[src/rtl/mtt_pkg.sv]
// shared types, constants and the morse table for the text translator
// no dependencies
`timescale 1ns / 1ps
package mtt_pkg;
    typedef enum logic [1:0] {KIND_CHAR, KIND_CODE, KIND_GAP, KIND_ERR} kind_t;
    typedef enum logic [1:0] {ST_OK, ST_MISMATCH, ST_TOO_LONG} status_t;
    typedef enum logic [1:0] {MODE_NONE, MODE_DECODE, MODE_ENCODE} mode_t;
    typedef enum logic [2:0] {S_IDLE, S_LOOKUP, S_ENC, S_GAP, S_ONE, S_EOT} state_t;

    localparam logic [7:0] CH_SPACE = 8'h20;

    typedef struct packed {
        logic [2:0]  len;
        logic [13:0] syms;
    } code_t;

    // result from the control side to the datapath
    typedef struct packed {
        logic    load;
        logic    clear_word;
        logic    clear_text;
        logic    bump_count;
        logic    set_halt;
        logic    set_mode;
        logic    inc_idx;
        logic    clr_idx;
    } cmd_t;

    typedef struct packed {
        logic       is_space;
        logic       full;
        logic       halted;
        logic       eot;
        logic       empty;
        logic       found;
        logic [1:0] mode;
        logic       idx_end;
    } stat_t;

    function automatic code_t mk(input int n, input logic [13:0] s);
        code_t c;
        c.len = 3'(n);
        c.syms = s;
        return c;
    endfunction

    // encode: character to code (symbols as 2-bit digits, first lowest)
    function automatic code_t char_code(input logic [7:0] c);
        code_t r;
        logic [7:0] lc;
        lc = (c >= 8'h41 && c <= 8'h5A) ? c + 8'd32 : c;
        r = '0;
        case (lc)
            "a": r = mk(2, 14'b0100);
            "b": r = mk(4, 14'b00000001);
            "c": r = mk(4, 14'b00010001);
            "d": r = mk(3, 14'b000001);
            "e": r = mk(1, 14'b00);
            "f": r = mk(4, 14'b00010000);
            "g": r = mk(3, 14'b000101);
            "h": r = mk(4, 14'b00000000);
            "i": r = mk(2, 14'b0000);
            "j": r = mk(4, 14'b01010100);
            "k": r = mk(3, 14'b010001);
            "l": r = mk(4, 14'b00000100);
            "m": r = mk(2, 14'b0101);
            "n": r = mk(2, 14'b0001);
            "o": r = mk(3, 14'b010101);
            "p": r = mk(4, 14'b00010100);
            "q": r = mk(4, 14'b01000101);
            "r": r = mk(3, 14'b000100);
            "s": r = mk(3, 14'b000000);
            "t": r = mk(1, 14'b01);
            "u": r = mk(3, 14'b010000);
            "v": r = mk(4, 14'b01000000);
            "w": r = mk(3, 14'b010100);
            "x": r = mk(4, 14'b01000001);
            "y": r = mk(4, 14'b01010001);
            "z": r = mk(4, 14'b00000101);
            "0": r = mk(5, 14'b0101010101);
            "1": r = mk(5, 14'b0101010100);
            "2": r = mk(5, 14'b0101010000);
            "3": r = mk(5, 14'b0101000000);
            "4": r = mk(5, 14'b0100000000);
            "5": r = mk(5, 14'b0000000000);
            "6": r = mk(5, 14'b0000000001);
            "7": r = mk(5, 14'b0000000101);
            "8": r = mk(5, 14'b0000010101);
            "9": r = mk(5, 14'b0001010101);
            " ": r = mk(7, 14'b0);
            8'h0A: r = mk(2, 14'b1010);
            ".": r = mk(6, 14'b010001000100);
            ",": r = mk(6, 14'b010100000101);
            "?": r = mk(6, 14'b000001010000);
            8'h27: r = mk(6, 14'b000101010100);
            "!": r = mk(6, 14'b010100010001);
            "/": r = mk(5, 14'b0001000001);
            "(": r = mk(5, 14'b0001010001);
            ")": r = mk(6, 14'b010001010001);
            "&": r = mk(5, 14'b0000000100);
            ":": r = mk(6, 14'b000000010101);
            ";": r = mk(6, 14'b000100010001);
            "=": r = mk(5, 14'b0100000001);
            "+": r = mk(5, 14'b0001000100);
            "-": r = mk(6, 14'b010000000001);
            "_": r = mk(6, 14'b010001010000);
            8'h22: r = mk(6, 14'b000100000100);
            "$": r = mk(7, 14'b01000001000000);
            "@": r = mk(6, 14'b000100010100);
            default: r = '0;
        endcase
        return r;
    endfunction

    // decode: code to character; found low if no entry matches
    function automatic logic [8:0] code_char(input code_t k);
        logic [8:0] r;
        logic [7:0] i;
        code_t e;
        r = '0;
        for (int n = 0; n < 256; n++) begin
            i = 8'(n);
            e = char_code(i);
            if (!r[8] && e.len != 3'd0 && e == k && !(i >= 8'h41 && i <= 8'h5A))
                r = {1'b1, i};
        end
        return r;
    endfunction
endpackage

[src/rtl/mtt_ctrl.sv]
// control state machine of the morse text translator
// depends on mtt_pkg
`timescale 1ns / 1ps
module mtt_ctrl
    import mtt_pkg::*;
(
    input  logic   clk,
    input  logic   rst_n,
    input  logic   in_fire,
    input  logic   out_free,
    input  stat_t  st,
    output cmd_t   cmd,
    output logic   busy,
    output logic   emit,
    output state_t state
);
    state_t state_reg, state_next;
    assign state = state_reg;

    always_ff @(posedge clk or negedge rst_n)
    begin
        if (!rst_n)
            state_reg <= S_IDLE;
        else
            state_reg <= state_next;
    end

    always_comb
    begin
        state_next = state_reg;
        case (state_reg)
            S_IDLE:
            begin
                if (in_fire && !st.halted)
                begin
                    if (st.is_space)
                        state_next = st.empty ? S_IDLE : S_LOOKUP;
                    else if (st.full)
                        state_next = S_ONE;
                    else if (st.eot)
                        state_next = S_LOOKUP;
                end
            end
            S_LOOKUP:
            begin
                if ((st.mode == MODE_DECODE || (st.mode == MODE_NONE && st.found))
                    && st.found)
                    state_next = S_ONE;
                else if (!(st.mode == MODE_DECODE) && !st.found)
                    state_next = S_ENC;
                else
                    state_next = S_ONE;
            end
            S_ENC:   if (out_free && st.idx_end) state_next = S_GAP;
            S_GAP:   if (out_free) state_next = st.eot ? S_EOT : S_IDLE;
            S_ONE:   if (out_free) state_next = st.eot ? S_EOT : S_IDLE;
            S_EOT:   state_next = S_IDLE;
            default: state_next = S_IDLE;
        endcase
    end

    always_comb
    begin
        cmd = '0;
        busy = (state_reg != S_IDLE);
        emit = 1'b0;
        case (state_reg)
            S_IDLE:
            begin
                cmd.load = in_fire;
                cmd.clr_idx = 1'b1;
                cmd.clear_text = in_fire && st.eot && st.halted;
                cmd.clear_text = cmd.clear_text || (in_fire && st.eot && st.is_space
                                 && st.empty && !st.halted);
            end
            S_LOOKUP:
            begin
                cmd.bump_count = 1'b1;
                cmd.set_mode = 1'b1;
            end
            S_ENC:
            begin
                emit = 1'b1;
                cmd.inc_idx = out_free;
            end
            S_GAP:
            begin
                emit = 1'b1;
                cmd.clear_word = out_free;
            end
            S_ONE:
            begin
                emit = 1'b1;
                cmd.clear_word = out_free;
            end
            S_EOT: cmd.clear_text = 1'b1;
            default: ;
        endcase
    end
endmodule

[src/rtl/mtt_dp.sv]
// datapath of the morse text translator: word buffer, accumulator, counters
// depends on mtt_pkg
`timescale 1ns / 1ps
module mtt_dp
    import mtt_pkg::*;
#(
    parameter int MAX_WORD = 32
)(
    input  logic        clk,
    input  logic        rst_n,
    input  logic [7:0]  text_byte_in,
    input  logic        eot_in,
    input  cmd_t        cmd,
    input  state_t      state,
    output stat_t       st,
    output logic [1:0]  kind,
    output logic [7:0]  out_char,
    output logic [2:0]  code_len,
    output logic [13:0] code_symbols,
    output logic [1:0]  status,
    output logic [15:0] word_number,
    output logic        last
);
    localparam int LW = $clog2(MAX_WORD + 1);
    localparam int AW = $clog2(MAX_WORD);

    logic [7:0]  buf_mem [MAX_WORD];
    logic [7:0]  rd_reg;
    logic [LW-1:0] len_reg, len_next, idx_reg, idx_next;
    logic        cand_reg, cand_next, halt_reg, halt_next, eot_reg, eot_next;
    logic        err_reg, err_next;
    logic [1:0]  status_reg, status_next;
    logic [13:0] acc_reg, acc_next;
    logic [15:0] cnt_reg, cnt_next;
    logic [1:0]  mode_reg, mode_next;
    logic [8:0]  hit_reg, hit_next;
    logic [8:0]  hit_now;
    logic [LW-1:0] rd_idx;
    logic [15:0] num;
    logic        sym_ok;
    logic [1:0]  sym;
    code_t       enc;

    assign num = (cnt_reg == 16'hFFFF) ? cnt_reg : cnt_reg + 16'd1;
    assign sym_ok = (text_byte_in == ".") || (text_byte_in == "-") || (text_byte_in == "/");
    assign sym = (text_byte_in == ".") ? 2'd0 : (text_byte_in == "-") ? 2'd1 : 2'd2;
    assign rd_idx = cmd.inc_idx ? idx_reg + 1'b1 : idx_reg;
    // table match on the word as it stands now
    assign hit_now = code_char({len_reg[2:0], acc_reg});

    always_ff @(posedge clk)
    begin
        if (cmd.load && state == S_IDLE && text_byte_in != CH_SPACE && !halt_reg
            && len_reg < LW'(MAX_WORD))
            buf_mem[len_reg[AW-1:0]] <= text_byte_in;
        if (rd_idx < LW'(MAX_WORD))
            rd_reg <= buf_mem[rd_idx[AW-1:0]];
    end

    always_comb
    begin
        len_next = len_reg; cand_next = cand_reg; acc_next = acc_reg;
        halt_next = halt_reg; eot_next = eot_reg; cnt_next = cnt_reg;
        mode_next = mode_reg; idx_next = idx_reg; err_next = err_reg;
        status_next = status_reg;
        hit_next = hit_now;
        if (cmd.load && !halt_reg)
        begin
            eot_next = eot_in;
            err_next = 1'b0;
            status_next = ST_OK;
            if (text_byte_in != CH_SPACE)
            begin
                if (len_reg >= LW'(MAX_WORD))
                begin
                    err_next = 1'b1;
                    status_next = ST_TOO_LONG;
                    halt_next = 1'b1;
                end
                else
                begin
                    if (cand_reg && len_reg < LW'(7) && sym_ok)
                        acc_next = acc_reg | (14'(sym) << (2 * len_reg[2:0]));
                    else
                        cand_next = 1'b0;
                    len_next = len_reg + 1'b1;
                end
            end
        end
        if (cmd.set_mode)
        begin
            cnt_next = num;
            if (len_reg > LW'(7) || !cand_reg)
                hit_next = '0;
            if (mode_reg == MODE_NONE)
                mode_next = (hit_next[8]) ? MODE_DECODE : MODE_ENCODE;
            if (!((mode_next == MODE_DECODE) == hit_next[8]))
            begin
                err_next = 1'b1;
                status_next = ST_MISMATCH;
                halt_next = 1'b1;
            end
        end
        if (cmd.clr_idx) idx_next = '0;
        if (cmd.inc_idx) idx_next = idx_reg + 1'b1;
        if (cmd.clear_word)
        begin
            len_next = '0; cand_next = 1'b1; acc_next = '0;
        end
        if (cmd.clear_text)
        begin
            len_next = '0; cand_next = 1'b1; acc_next = '0;
            halt_next = 1'b0; cnt_next = '0; mode_next = MODE_NONE;
        end
    end

    always_ff @(posedge clk or negedge rst_n)
    begin
        if (!rst_n)
        begin
            len_reg <= '0; cand_reg <= 1'b1; acc_reg <= '0; halt_reg <= 1'b0;
            eot_reg <= 1'b0; cnt_reg <= '0; mode_reg <= MODE_NONE; idx_reg <= '0;
            err_reg <= 1'b0; status_reg <= ST_OK; hit_reg <= '0;
        end
        else
        begin
            len_reg <= len_next; cand_reg <= cand_next; acc_reg <= acc_next;
            halt_reg <= halt_next; eot_reg <= eot_next; cnt_reg <= cnt_next;
            mode_reg <= mode_next; idx_reg <= idx_next; err_reg <= err_next;
            status_reg <= status_next; hit_reg <= hit_next;
        end
    end

    assign st.is_space = (text_byte_in == CH_SPACE);
    assign st.full = (len_reg >= LW'(MAX_WORD));
    assign st.halted = halt_reg;
    assign st.eot = (state == S_IDLE) ? eot_in : eot_reg;
    assign st.empty = (len_reg == '0);
    assign st.found = hit_now[8] && cand_reg && len_reg <= LW'(7);
    assign st.mode = mode_reg;
    assign st.idx_end = (idx_reg + 1'b1 >= len_reg);

    assign enc = char_code(rd_reg);

    always_comb
    begin
        kind = KIND_ERR; out_char = '0; code_len = '0; code_symbols = '0;
        status = status_reg; word_number = cnt_reg; last = 1'b0;
        if (err_reg)
        begin
            kind = KIND_ERR;
            word_number = (status_reg == ST_TOO_LONG) ? num : cnt_reg;
            last = 1'b1;
        end
        else if (state == S_ENC)
        begin
            kind = KIND_CODE; out_char = rd_reg;
            code_len = enc.len; code_symbols = enc.syms;
        end
        else if (state == S_GAP)
        begin
            kind = KIND_GAP; out_char = CH_SPACE; code_len = 3'd7; last = 1'b1;
        end
        else
        begin
            kind = KIND_CHAR; out_char = hit_reg[7:0];
            code_len = len_reg[2:0]; code_symbols = acc_reg; last = 1'b1;
        end
    end
endmodule

[src/rtl/morse_text_translator.sv]
// a byte inside a word is taken and gives no result
// a word end passes through a lookup state, then gives its results (word length plus one
// when encoding, one when decoding), one result per cycle while m_tready is high
// an overlong byte gives its error in the next cycle; an end mark adds a clearing state
// rst_n is asynchronous: mode, halt, word and count state clear; buffer is not cleared
`timescale 1ns / 1ps
module morse_text_translator
    import mtt_pkg::*;
#(
    parameter int MAX_WORD = 32
)(
    input  logic        clk,
    input  logic        rst_n,
    input  logic        s_tvalid,
    output logic        s_tready,
    input  logic [7:0]  s_tdata,   // text_byte
    input  logic        s_tlast,   // end_of_text
    output logic        m_tvalid,
    input  logic        m_tready,
    output logic [47:0] m_tdata,   // kind, out_char, code_len, code_symbols, status,
                                   // word_number, zero fill
    output logic        m_tlast    // last
);
    cmd_t   cmd;
    stat_t  st;
    state_t state;
    logic   busy, emit;
    logic [1:0]  kind, status;
    logic [7:0]  out_char;
    logic [2:0]  code_len;
    logic [13:0] code_symbols;
    logic [15:0] word_number;

    assign s_tready = !busy;
    assign m_tvalid = emit;

    mtt_ctrl u_ctrl (
        .clk, .rst_n,
        .in_fire(s_tvalid && s_tready),
        .out_free(m_tready),
        .st, .cmd, .busy, .emit, .state
    );

    mtt_dp #(.MAX_WORD(MAX_WORD)) u_dp (
        .clk, .rst_n,
        .text_byte_in(s_tdata), .eot_in(s_tlast),
        .cmd, .state, .st,
        .kind, .out_char, .code_len, .code_symbols, .status, .word_number,
        .last(m_tlast)
    );

    assign m_tdata = {3'd0, word_number, status, code_symbols, code_len, out_char, kind};
endmodule

[config.mk]
export PLATFORM = sky130hd
export DESIGN_NAME = morse_text_translator
export DESIGN_NICKNAME = d
export VERILOG_FILES = /design/src/rtl/mtt_pkg.sv /design/src/rtl/mtt_ctrl.sv /design/src/rtl/mtt_dp.sv /design/src/rtl/morse_text_translator.sv
export SDC_FILE = /design/constraint.sdc
export NUM_CORES = 1
export LEC_CHECK = 0
export BUFFER_PORTS_ARGS = -buffer_cell sky130_fd_sc_hd__buf_2
export CAP_MARGIN = 20
export CORE_MARGIN = 2
export CORE_UTILIZATION = 56
export DETAILED_ROUTE_END_ITERATION = 8
export MAX_ROUTING_LAYER = met4
export PLACE_DENSITY_LB_ADDON = 0.2
export SYNTH_ARGS = -nofsm -noshare
export SYNTH_HDL_FRONTEND = slang
export SYNTH_SLANG_ARGS = --single-unit
[constraint.sdc]
create_clock -name clk -period 5.23 [get_ports clk]
set_input_delay 1.046 -clock clk [delete_from_list [all_inputs] [get_ports clk]]
set_output_delay 1.046 -clock clk [all_outputs]
set_load 0.02 [all_outputs]
## Word level (Yosys, flattened, before mapping)

Memory sizes are Yosys's and may differ from the RTL's. A register that Yosys moved wholly into a read port is not among the register bits.
Cells that the tools add are included.
Widths: inputs -> output; s select.

| word-level totals | value |
|---|---|
| bits in registers | 61 |
| bits in writable memories | 256 |
| ROM bits | 1536 |
| input port bits | 13 |
| logic and storage cells | 406 |
| memories kept | 2 |

| operators by class | value |
|---|---|
| $add $sub $neg | 4 |
| $lt $le $gt $ge | 9 |
| equal/unequal tests | 77 |
| shift operators | 1 |
| muxes and demuxes | 144 |
| bitwise logic cells | 1 |
| reduce and logical (&&, ||, !) cells | 156 |

Memory list:

| name | words | bits a word | rd ports | clocked after memory_dff | wr ports | line | RTL |
|---|---|---|---|---|---|---|---|
| (name not given) | 128 | 12 | 1 | 0 | 0 | mtt_pkg.sv:53 | `case (lc)` |
| u_dp.buf_mem | 32 | 8 | 1 | 1 | 1 | mtt_dp.sv:27 | `logic [7:0] buf_mem [MAX_WORD];` |

Operator list:

| operator | number |
|---|---|
| $eq 17x17->1 const A | 41 |
| $mux 9 | 58 |
| $eq 16x17->1 const A | 13 |
| $mux 14 | 9 |
| $mux 16 | 5 |
| $logic_and 1x1->1 | 76 |
| $logic_not 1->1 | 60 |
| $mux 6 | 8 |
| $mux 8 | 5 |
| $mux 3 | 12 |
| $eq 15x17->1 const A | 2 |
| $eq 8x6->1 const B | 4 |
| $mux 2 | 15 |
| $mux 1 | 29 |
| $mux 17 | 1 |
| $add 16x1->16 const B | 1 |
| $eq 16x16->1 const B | 1 |
| $or 14x14->14 | 1 |
| $shl 2x4->14 | 1 |
| $add 6x1->6 const B | 2 |
| $lt 6x6->1 const B | 2 |
| $pmux 3 s4 | 1 |
| $reduce_and 4->1 | 3 |
| $reduce_bool 3->1 | 4 |
| 27 further kinds | 38 |

## Longest topological paths before layout

| depth | value |
|---|---|
| depth in word-level cells | 177 |
| gate-level depth with buffers | 13 |
| mapped depth without buffers | 10 |

## By module

From an unflattened synthesis, not the netlist that was laid out.

| unflattened totals | value |
|---|---|
| cells, all modules | 1291 |
| area total of the unflattened synthesis | 16493.3 sq um |

Modules (own cells, without submodules):

| module | times used | cells each | area each (sq um) |
|---|---|---|---|
| mtt_dp | 1 | 1235 | 16082.9 |
| mtt_ctrl | 1 | 50 | 374.1 |
| morse_text_translator | 1 | 6 | 36.3 |

## Worst setup path before layout

No wires, ideal clock.

| timing path | value |
|---|---|
| path type | register to output |
| start point | register u_dp.rd_reg[0], read port of u_dp.buf_mem |
| end point | output m_tdata[11] |
| data arrival time | 3371 ps |
| data required time | 4184 ps |
| setup slack | 813 ps |
| cell stages (with the launch flop) | 13 |
| path buffers | 2 |
| cells stage by stage | edfxtp_1 -> inv_1 -> ha_1 -> clkbuf_1 -> nor2b_1 -> o211ai_1 -> and4_1 -> or2_2 -> clkbuf_1 -> a211oi_1 -> nand2b_1 -> a21oi_1 -> a2111oi_0 |

| between the ends | value |
|---|---|
| longest elaborated chain between the ends | 7 |
| elaborated cells between the ends (all ways) | 9 |
| those cells by class | add/sub: 1; order compare: 2; mux: 4; reduce/logical: 1; memory: 1 |

Ends and longest elaborated chain:

| element | line | RTL |
|---|---|---|
| from (decl) | mtt_dp.sv:28 | `logic [7:0] rd_reg;` |
| $ge 8x7->1 or $le 8x7->1 (tied branches) | mtt_pkg.sv:51 | `lc = (c >= 8'h41 && c <= 8'h5A) ? c + 8'd32 : c;` |
| $logic_and 1x1->1 | mtt_pkg.sv:51 |  |
| $mux 8 (*) | mtt_pkg.sv:51 |  |
| $mem_v2 128x12 | n/a |  |
| $mux 17 (*) | mtt_pkg.sv:53 |  |
| $mux 3 (*) | mtt_dp.sv:155 | `else if (state == S_ENC)` |
| $mux 3 (*) | mtt_dp.sv:149 | `if (err_reg)` |
| to (decl) | morse_text_translator.sv:20 | `output logic [47:0] m_tdata,` |

Mark *: on every way between the ends. The rest lies on a longest branch, timed or not.

## Worst setup path after layout

Ends and elaborated chain as after synthesis.

==> run summary <==
Top Family by Delay on Critical Path: compound AO/OA/AOI/OAI gates
Num rows: 62
Post-DRT Antenna Nets: 0
DR vias: 11,636
Hold path cells: 1
Largest net degree at the start of global routing: 61
Synth Warn #: 0
Crit-path cells: inv_1 > ha_1 > nor2b_1 > o211ai_1 > a41o_1 > inv_1 > o31a_1 > nand2b_1 > a21oi_1 > a2111oi_0 > buf_2
FF-to-FF setup slack: 1.17 ns
CTS Hold Buffers Added: 0
Post-synth ARST share: 18.5%
Hold WC Path Type: register to register
Post-synthesis sequential area ratio: 57.3%
DRT Pass-1 Iters: 7
CTS sink count: 324
Slew @ Worst Pin: 0.998 ns
Root buffer cell: clkbuf_16
Max VDD drop: 418 uV
Post-Synthesis Cells: 1,317
Worst-Skew Late Latency: 0.52 ns
CP Buf/Inv Count: 3
DRC: 0
Diode count: 0
Global placement routability congestion: 0.951
Post-DP HPWL: 28,600 um
Vias per cell: 6.57
Yosys cell types: 91
Fin crit share: 93.3%
Worst setup EP type: output port
Critical Path RT: 4.18 ns
Max Clock Skew: 0.0164 ns
Placed insts: 1,709
Maximum clock rate: 0.205 GHz
Drt total wl: 42,500 um
Seq cells post-synth: 324
CP max stage cell: a41o_1
Max incr delay on CP: 0.62 ns
Final-report hold violation count: 0
Levels on crit path: 11
Placed Area: 17,200 sq um
Max reg flops: 256
Status: completed
Synth-to-Final Area Change: 10.9%
Vias in the first global route: 11,245
Die area: 30,800 sq um
Post-CTS setup buffers: 0
PwrDens: 488 nW/um^2
Initial antenna violation count: 0
Global-route congestion overflow total: 0
IO buf count: 60
H-tree depth: 2
1st-iter DRT viols: 1,404
First-pass GRT wire length: 65,400 um
Ratio of cells with drive above 1 in the final layout: 18.3%
Cell area after synthesis: 16,500 sq um
Critical path's most frequent cell: inv_1
Setup WS pre-CTS: 0.951 ns
Top-Level Pins: 64
Hold WS: 0.497 ns
Layout Utilization: 63.3%
Avg Inst Size Synth: 12.5 sq um
Startpoint types: register
Critical path class: register to output port
Final setup fails: 0
Most frequent cells in the layout: edfxtp_1 (264), nor2_1 (137), nand2_1 (96), a21oi_1 (85), mux4_2 (66)
Nets: 1,395
Initial Util: 57.1%
Clock slew at reported path FFs: 0.06 ns
Slew HR: 33.2%
Leak: 6.70 nW
Fin. max-slew vios: 0
Worst EP arrival: 3.83 ns
CP max FO: 17
Post-route minimum period: 4.88 ns
RSZ-0062 raised after global routing: false
Fin cells: 1,770
CTS max path bufs: 3
Gr usage total: 28.6%
R2R cell count: 11
CTS Buf Count: 34
Core Region: 28,900 sq um
Die H: 175 um
Ys flop type: edfxtp_1
Pwr Total: 8.91 mW
Final WS setup: 0.349 ns
Setup TNS: 0 ns
CTS tree: yes
# resized after CTS: 0
Max-cap violations: 0
Most common cell after layout, fill and taps aside: edfxtp_1
Wire length per cell: 24.0 um
Die Span X: 175 um
Final instance area: 18,300 sq um
Post-synth EDFFs: 264
-- report_power, final --
| group | switching, mW | internal [mW] | leakage (nW) | total, mW |
|---|---|---|---|---|
| Combinational | 1.92 | 1.40 | 2.96 | 3.32 |
| Sequential | 0.277 | 2.95 | 3.19 | 3.23 |
| Clock | 0.975 | 1.40 | 0.543 | 2.37 |
-- area by class of cell --
type / instances / area [sq um]
inverter: 28 / 105
clock inverter: 19 / 185
tap: 384 / 480
sequential: 324 / 9430
fill: 2215 / 10600
clock buffer: 42 / 912
multi-input combinational: 881 / 6580
timing repair buffer: 92 / 569
-- final timing paths --
check | startpoint | endpoint
max | u_dp.rd_reg[0]$_DFFE_PN_ | m_tdata[11]
min | u_dp.mode_reg[1]$_DFFE_PN0P_ | u_dp.mode_reg[0]$_DFFE_PN0P_
max reg2reg | u_ctrl.state[2]$_DFFE_PN0P_ | u_dp.rd_reg[5]$_DFFE_PN_
min reg2reg | u_dp.mode_reg[1]$_DFFE_PN0P_ | u_dp.mode_reg[0]$_DFFE_PN0P_
max in group asynchronous | rst_n | u_dp.cnt_reg[12]$_DFFE_PN0P_
min in group asynchronous | rst_n | u_dp.hit_reg[4]$_DFF_PN0_
-- Yosys cell counts, types with 7 or more instances --
master,n,area share (%)
a211oi_1,12,0.55
a21oi_1,85,2.6
a221oi_1,11,0.59
a22o_1,13,0.69
a31oi_1,21,0.80
and2_1,8,0.30
and3_1,9,0.34
buf_2,25,0.76
clkbuf_1,48,1.1
dfrtp_1,59,9.0
edfxtp_1,264,48
ha_1,21,1.6
inv_1,27,0.62
mux2i_1,34,2.1
mux4_2,66,9.0
nand2_1,96,2.2
nand2b_1,14,0.53
nand3_1,46,1.4
nand4_1,11,0.42
nor2_1,137,3.1
nor2b_1,14,0.53
nor3_1,22,0.67
nor4_1,14,0.53
o211ai_1,10,0.46
o21ai_0,55,1.7
o22ai_1,7,0.27
o31ai_1,7,0.32
or2_2,8,0.30
or3_1,10,0.38
xnor2_1,15,0.80
xor2_1,10,0.53
-- cell families (layout without fill, tap and decap cells) --
group | Yosys count | in the layout | share of synthesized area [%]
AO/OA/AOI/OAI | 284 | 284 | 11.3
XOR/XNOR | 25 | 25 | 1.33
adder cells (fa/ha/maj) | 21 | 21 | 1.60
buffers and inverters | 114 | 181 | 3.04
flip-flops | 324 | 324 | 57.3
multiplexers | 107 | 107 | 11.6
other | 1 | 3 | 0.0228
AND/OR/NAND/NOR | 441 | 441 | 13.9
-- layer usage --
metal | wire, um | GRT usage (%) | up-vias
li1 | - | - | 5186
met5 | 0 | - | -
met4 | 1100 | 7.64 | 0
met1 | 17500 | 38.8 | 5779
met3 | 3260 | 4.76 | 96
met2 | 20700 | 45.5 | 575
(Power assumes the default switching activity.)
